`config.mk`:
```
export PLATFORM = sky130hd
export DESIGN_NAME = sal_ram
export DESIGN_NICKNAME = d
export VERILOG_FILES = /design/src/rtl/core/suffix_array_lcp_builder_assert.svh /design/src/rtl/core/sal_ram.sv
export SDC_FILE = /design/constraint.sdc
export NUM_CORES = 1
export LEC_CHECK = 0
export BUFFER_PORTS_ARGS = -buffer_cell sky130_fd_sc_hd__buf_4
export CORE_UTILIZATION = 50
export CTS_BUF_LIST = sky130_fd_sc_hd__clkbuf_2 sky130_fd_sc_hd__clkbuf_4 sky130_fd_sc_hd__clkbuf_8
export CTS_CLUSTER_DIAMETER = 150
export CTS_CLUSTER_SIZE = 16
export DETAILED_ROUTE_END_ITERATION = 10
export GPL_TIMING_DRIVEN = 0
export PLACE_DENSITY = 0.67
export SETUP_SLACK_MARGIN = 0.5
export SLEW_MARGIN = 20
export SYNTH_ARGS = -nofsm -noshare
export SYNTH_HDL_FRONTEND = slang
export SYNTH_SLANG_ARGS = --single-unit
```
`constraint.sdc`:
```
create_clock -name clk -period 5.3 [get_ports clk]
set_input_delay 0.795 -clock clk [delete_from_list [all_inputs] [get_ports clk]]
set_output_delay 0.795 -clock clk [all_outputs]
set_load 0.01 [all_outputs]
```
`src/rtl/core/suffix_array_lcp_builder_assert.svh`:
```
// assertion helpers shared by the rtl
`ifndef SUFFIX_ARRAY_LCP_BUILDER_ASSERT_SVH
`define SUFFIX_ARRAY_LCP_BUILDER_ASSERT_SVH

// same-cycle implication
`define SAL_ASSERT_IMP(lbl, ante, cons, msg) \
lbl: assert property (@(posedge clk) disable iff (!arst_n) (ante) |-> (cons)) \
	else $error(msg);

// next-cycle implication
`define SAL_ASSERT_NXT(lbl, ante, cons, msg) \
lbl: assert property (@(posedge clk) disable iff (!arst_n) (ante) |=> (cons)) \
	else $error(msg);

`endif

```
`src/rtl/core/sal_ram.sv`:
```
`timescale 1ns / 1ps
module sal_ram #(
	parameter int WIDTH = 8,
	parameter int DEPTH = 16
) (
	input  logic                                    clk,
	input  logic                                    we,
	input  logic [((DEPTH > 1) ? $clog2(DEPTH) : 1)-1:0] waddr,
	input  logic [WIDTH-1:0]                        wdata,
	input  logic [((DEPTH > 1) ? $clog2(DEPTH) : 1)-1:0] raddr,
	output logic [WIDTH-1:0]                        rdata
);
	logic [WIDTH-1:0] mem [DEPTH];

	always_ff @(posedge clk) begin
		if (we) begin
			mem[waddr] <= wdata;
		end
		rdata <= mem[raddr];
	end
endmodule

```
==> results of run 1 <==
## logic make-up after synthesis
group                  after synthesis  share of synthesized area, %
DFF                                136                         77.78
and+or+nand+nor                     35                         3.184
muxes                               32                         15.02
AOI/OAI and AO/OA                   16                         2.334
buffers and inverters               10                         1.677
## area by class of cell
type | instances | area (um2) | area share [%]
clock inverters | 15 | 160.2 | 2.711
multi-input cells | 83 | 1077 | 18.23
well taps | 133 | 166.4 | 2.817
plain buffers | 10 | 86.33 | 1.461
clock buffers | 17 | 234.0 | 3.960
repair buffers | 24 | 180.2 | 3.050
flip-flops and latches | 136 | 4004 | 67.77
## worst max path at each step
stage	endpoint	slack, ns	cells after the start
5_1_grt	mem[3][4]	3.15	3
2_1_floorplan	mem[0][0]	3.01	2
6_report	mem[3][2]	3.16	3
3_3_place_gp	mem[0][0]	2.45	3
3_5_place_dp	mem[3][0]	2.74	3
4_1_cts	mem[3][2]	3.18	3
## cell usage after synthesis
master           count  area (um2)
edfxtp_1           128        3844
mux4_2              18       405.4
a22oi_1             16       120.1
mux4_1              14       367.9
nor2_1              13       48.80
nand2_1              9       33.78
dfxtp_1              8       160.2
nor3_1               4       20.02
buf_2                3       15.01
buf_6                3       33.78
clkdlybuf4s25_2      3       30.03
nand2b_1             2       12.51
nand3b_1             2       15.01
and2_1               1       6.260
and2b_1              1       7.510
buf_4                1       7.510
nand3_1              1       5.000
nor2b_1              1       6.260
or3b_2               1       8.760
## flip-flops by register name, summed over array words and instances, names as in the netlist
register  flops
mem         128
rdata         8
## power by group
group          switching (mW)  total, mW  internal [mW]
Clock                   0.376      0.833          0.457
Combinational          0.0682      0.123         0.0551
Sequential            0.00580       1.21           1.20
Total                   0.450       2.16           1.71
## layer usage
layer | vias to the layer above | track usage [%] | routed length [um] | share of wire [%]
li1 | 1053 | - | - | -
met1 | 1224 | 28.69 | 3949 | 42
met2 | 79 | 29.44 | 4660 | 50
met3 | 7 | 5.040 | 701 | 7.4
met4 | 0 | 7.367 | 99 | 1.1
met5 | - | 0 | 0 | 0
## worst min-delay path, cell delays in order, from the launching register on
cell	delay, ns
edfxtp_1	0.32
mux4_1	0.21
a22oi_1	0.08
nand2_1	0.05
## stage by stage
stage	cell area (um2)	util (%)	power, mW	setup WS, ns
finish	5908	59.89	2.163	3.164
global route	5908	59.89	2.237	3.146
CTS	5908	59.89	2.180	3.185
detailed placement	5514	55.90	1.355	2.736
global placement	5494	55.70	1.350	2.450
floorplan	5147	-	1.294	3.012
==> impl_results.md, run 1 <==
- Total Routing Usage GR: approximately 20%
- Layout area overhead: 14.78%
- Post_cts resized: 0
- Remaining antenna violation count: 0
- Iter 0 DRT Violations: 191
- Clock skew: 0.005723 ns
- Worst-path clk slew: approximately 0.070 ns
- Max-Cap Viols: 0
- Post-Place Cells: a little under 400
- Num CTS Buffers: 17
- WL final: approximately 9.4 mm
- Yosys warns: 0
- Least-Margin Pin Slew: ~0.90 ns
- Critical Path RT: about 5.3 ns
- Initial core utilization: 52.18%
- Clk buf depth: 2
- Worst VDD drop: approximately 0.16 mV
- Slew Limit Fails: 0
- Post-synth net total: between 200 and 250
- Hold Crit Class: flop to flop
- Hold Crit Start: mem[11][3]
- Min-Delay Endpoint: rdata[3]
- Vias per cell: approximately 5.7
- Aggregate negative setup slack: 0 ns
- Fmax: around 470 MHz
- Largest net degree at the start of global routing: 17
- Startpoint types: input pin
- Syn Area/Cell: 22.48 um2
- Die height: just over 100 um
- Detailed-route via count: 2363
- # nets final: between 200 and 300
- Die Wd: roughly 100 um
- Total grt overflow: 0
- DRC viols: 0
- Netlist cell types: 19
- Initial antenna violation count: 0
- Run status: completed
- Mapped Cells: 229
- Fill count: 714
- Synthesized area: ~5100 um2
- Wire per inst: 22.51 um
- Worst Path Max Fanout: 8
- Crit path buf inv count: 1
- Io pins: 26
- Clock sink count: between 100 and 150
- P_leak: roughly 2 nW
- Yosys reg bits: about 140
- Post-synthesis sequential area ratio: between 70 and 80%
- Root buf cell: clkbuf_8
- Postcts setup bufs: 0
- Worst path cell trace: buf_4 > or3b_2 > nor2_1
- Relative slew margins: a little under 40%
- Pwr/cell area: between 300 and 400 nW/um2
- Fin. Hold Viols: 0
- Worst Setup End Kind: flop
- Critical Path AT: between 2 and 2.5 ns
- Core footprint: a little under 10000 um2
- Reg2Reg Launch Point: mem[5][3]
- CTS tree: built
- N_diodes: 0
- Period utilisation layout: 40.30%
- Final setup violating endpoints: 0
- Crit path max-delay cell type: nor2_1
- FF-to-FF path depth: 3
- I/O Buffers: 24
- Std-Cell Rows: 36
- Hold WS: approximately 0.68 ns
- DP Wirelength: 5.945 mm
- Max incr delay on CP: 0.72 ns
- Most common cell after layout, fill and taps aside: edfxtp_1
- GPL Wtd Cong: 0.7176
- Layout cells sized above 1: between 20 and 30%
- Maximum level of the CTS H-tree: 4
- Commonest non-fill, non-tap cells in the layout: edfxtp_1 (128), buf_4 (25), mux4_2 (18), clkbuf_8 (17), a22oi_1 (16)
- Die area: approximately 11000 um2
- Critical path class: input pin to flop
- Top delay family on crit path: simple AND/OR/NAND/NOR gates
- Post-CTS Hold Buffers: 0
- RSZ-0062 raised after global routing: false
- Vias in the first global route: ~2400
- Pre-antenna DRT Iters: 4
- Non-Filler Instances: around 420
- Worst hold path depth: 3
- Min cycle time layout: approximately 2.1 ns
- Worst reg2reg endpoint: rdata[3]
- Reg2Reg Setup Slack: 3.91 ns
- Critical path origin: waddr[2]
- Clk_lat worst skew: 0.41 ns
- Global-route wire length before repair: about 14 mm
Power figures use the tool's default switching activity.
==> run 2, diff against run 1 <==
--- a/config.mk
+++ b/config.mk
@@ -5,6 +5,7 @@
 export SDC_FILE = /design/constraint.sdc
 export NUM_CORES = 1
 export LEC_CHECK = 0
+export ABC_AREA = 1
 export BUFFER_PORTS_ARGS = -buffer_cell sky130_fd_sc_hd__buf_4
 export CORE_UTILIZATION = 50
 export CTS_BUF_LIST = sky130_fd_sc_hd__clkbuf_2 sky130_fd_sc_hd__clkbuf_4 sky130_fd_sc_hd__clkbuf_8
==> constraint.sdc (replaced) <==
create_clock -name clk -period 2.1 [get_ports clk]
set_input_delay 0.315 -clock clk [delete_from_list [all_inputs] [get_ports clk]]
set_output_delay 0.315 -clock clk [all_outputs]
set_load 0.01 [all_outputs]
==> run 2 against run 1 <==
Against the previous run: area after synthesis increased by 12%; sequential share of layout area decreased by 6.8 points; clock power rose to 3.0 times the previous value; largest power group unchanged; highest routed layer unchanged.
==> impl_results.md, run 2 <==
- Synthesized area: 5767 um2 (+12%)
- # nets final: 610 (+110%)
- Most common cell after layout, fill and taps aside: nand2_1
- Maximum level of the CTS H-tree: 4 (unchanged)
- Hold Crit Class: input pin to flop
- Fill count: 933 (+31%)
- Die height: 109.4 um (+5.7%)
- Synth area leaders: edfxtp_1 (67%), nand2_1 (11%), nand3_1 (8.4%), inv_1 (6.5%), dfxtp_1 (2.8%)
- Initial antenna violation count: 0 (unchanged)
- Syn Area/Cell: 10.47 um2 (-53%)
- FF-to-FF path depth: 6 (+3)
- Crit path max-delay cell type: nor2_1
- Netlist cell types: 12 (-7)
- Detailed-route via count: 3853 (+63%)
- Initial core utilization: 52.28% (+0.098 points)
- Mapped Cells: 551 (+140%)
- Std-Cell Rows: 38 (+5.6%)
- Worst hold path depth: 1 (-2)
- Largest net degree at the start of global routing: 17 (unchanged)
- Most common cell in the netlist: nand2_1
- Synth async-reset ratio: 0% (unchanged)
- Layout cells sized above 1: 12.89% (-17 points)
- Ys flop type: edfxtp_1
- Root buf cell: clkbuf_8
- Commonest cells post-synth: nand2_1 (173), edfxtp_1 (128), inv_1 (100)
- Max incr delay on CP: 0.71 ns (about the same)
- Startpoint types: input pin
- Worst-path clk slew: 0.08 ns (about the same)
- Post-synthesis sequential area ratio: 69.43% (-8.4 points)
- Aggregate negative setup slack: 0 ns (unchanged)
- Crit path buf inv count: 1 (unchanged)
- Core footprint: 11030 um2 (+12%)
- Pwr/cell area: 901.4 nW/um2 (+150%)
- Max-Cap Viols: 0 (unchanged)
- Largest family of logic cells by synthesized area: simple AND/OR/NAND/NOR gates
- Fin util: 59.53% (-0.37 points)
- Number of enable flip-flop cells after synthesis: 128 (unchanged)
- WL final: 13.47 mm (+43%)
- Biggest regs: mem: 128 flops, rdata: 8 flops
- Final setup violating endpoints: 0 (unchanged)
- Reg2Reg Setup Slack: 1.07 ns (-2.84 ns)
- Worst Path Max Fanout: 8 (unchanged)
- Total power: 5.919 mW (+170%)
- Fmax: ~750 MHz
- CTS tree: built
- Min cycle time layout: 1.326 ns
- Remaining antenna violation count: 0 (unchanged)
- Fin. Hold Viols: 0 (unchanged)
- Io pins: 26 (unchanged)
- Period utilisation layout: a little over three fifths
- Post_cts resized: 0 (unchanged)
- GPL Wtd Cong: 0.8821 (+23%)
- Hold Crit Start: wdata[7]
- Commonest non-fill, non-tap cells in the layout: nand2_1 (173), edfxtp_1 (128), inv_1 (100), nand3_1 (97), buf_4 (26)
- Pre-antenna DRT Iters: 5 (+1)
- Relative slew margins: 41.25% (+1.7 points)
- Post-CTS Hold Buffers: 0 (unchanged)
- Slew Limit Fails: 0 (unchanged)
- N_diodes: 0 (unchanged)
- Clk buf depth: 2 (unchanged)
- Vias in the first global route: 3590 (+52%)
- DRC viols: 0 (unchanged)
- Total Routing Usage GR: 25.00% (+5.2 points)
- Post-synth top area share: 66.65% (-8.0 points)
- Register area: 4004 um2 (unchanged)
- Least-Margin Pin Slew: 0.8780 ns (-0.02601 ns)
- Worst VDD drop: 0.4303 mV (+170%)
- Post-Synth Simple-Gate Area: 21.05% (+18 points)
- Setup ws final: 0.7742 ns (-2.390 ns)
- Post-synthesis xor/xnor area fraction: 0% (unchanged)
- Top delay family on crit path: simple AND/OR/NAND/NOR gates
- Postcts setup bufs: 0 (unchanged)
- Reg2Reg Launch Point: mem[10][2]
- Mux contribution to synthesized area: 0% (-15 points)
- Max reg flops: 128 (unchanged)
- Min-Delay Endpoint: mem[4][7]
- Worst Setup End Kind: flop
- Die area: 11970 um2 (+12%)
- Iter 0 DRT Violations: 355 (+86%)
- Clock sink count: 136 (unchanged)
- Top reg by flops: mem
- Global-route wire length before repair: 20.31 mm (+46%)
- Worst path cell trace: buf_4 > nand3b_1 > nor2_1
- DP Wirelength: 8.951 mm (+51%)
- DP Worst Slack: 0.3084 ns (-2.428 ns)
- P_leak: 2.850 nW (+46%)
- Cell taking the most area after synthesis: edfxtp_1
- Post-Place Cells: 713 (+85%)
- I/O Buffers: 22 (-8.3%)
- Run status: completed
- Critical Path AT: 1.40 ns (-0.77 ns)
- Worst reg2reg endpoint: rdata[2]
- Clk_lat worst skew: 0.45 ns (+0.04 ns)
- Critical path class: input pin to flop
- Area of the multi-input gates: 1214 um2 (+13%)
- Non-Filler Instances: 745 (+78%)
- Num CTS Buffers: 17 (unchanged)
- Vias per cell: 5.172 (-8.5%)
- Critical Path RT: 2.17 ns (-3.17 ns)
- Adder-Cell Fraction of Synth Area: 0% (unchanged)
- Die Wd: 109.4 um (+5.7%)
- Wire per inst: 18.08 um (-20%)
- Synth Area in Compound Gates: 0% (-2.3 points)
- Yosys warns: 0 (unchanged)
- RSZ-0062 raised after global routing: false
- Layout area overhead: 13.86%
- Yosys reg bits: 136 (unchanged)
- Post-synth net total: 569 (+130%)
- Clock skew: 0.009153 ns (+0.003430 ns)
- Total grt overflow: 0 (unchanged)
## run 2: how the worst max path moves through the flow
| stage | from | to | slack [ns] | cells past startpoint |
|---|---|---|---|---|
| after CTS | waddr[3] | mem[7][1] | 0.79 | 3 |
| final | waddr[3] | mem[7][1] | 0.77 | 3 |
| after global routing | waddr[1] | mem[13][3] | 0.72 | 4 |
| after floorplan | waddr[2] | mem[10][0] | 0.83 | 2 |
| after global placement | waddr[3] | mem[7][0] | 0.29 | 3 |
| after detailed placement | waddr[3] | mem[7][1] | 0.31 | 3 |
## run 2: cells by family (layout without fill, tap and decap cells)
logic type / Yosys count / after routing
buf+inv: 126 / 180
simple gates: 289 / 289
flops: 136 / 136
## run 2: power by group
group / internal [mW] / switching [mW]
Clock: 1.42 / 1.04
Combinational: 0.133 / 0.280
Sequential: 3.03 / 0.0161
## run 2: through the flow
step / cell area (um2) / hold WS [ns]
2_1_floorplan: 5767 / 0.4139
3_3_place_gp: 6107 / 0.6566
3_5_place_dp: 6107 / 0.6714
4_1_cts: 6566 / 0.1885
5_1_grt: 6566 / 0.1908
6_report: 6566 / 0.2118
## run 2: layout make-up
class | instances | area share, %
Clock inverter | 15 | 3.430
Clock buffer | 17 | 3.563
Multi-Input combinational cell | 289 | 18.48
Tap cell | 140 | 2.668
Inverter | 102 | 5.831
Sequential cell | 136 | 60.98
Timing Repair Buffer | 22 | 2.515
Buffer | 24 | 2.534
## run 2: metal layers
metal | global-route usage, % | vias to the layer above | wire, um
li1 | - | 1859 | -
met1 | 35.62 | 1790 | 5682
met2 | 37.11 | 179 | 6264
met3 | 5.868 | 25 | 1234
met4 | 10.19 | 0 | 286
met5 | 0 | - | 0
## run 2: worst reg2reg max path: cells and delay by family, from the launching register on
| family | cells | cell delay, ns |
|---|---|---|
| simple gates | 5 | 0.50 |
| flops | 1 | 0.36 |
| buf+inv | 1 | 0.06 |
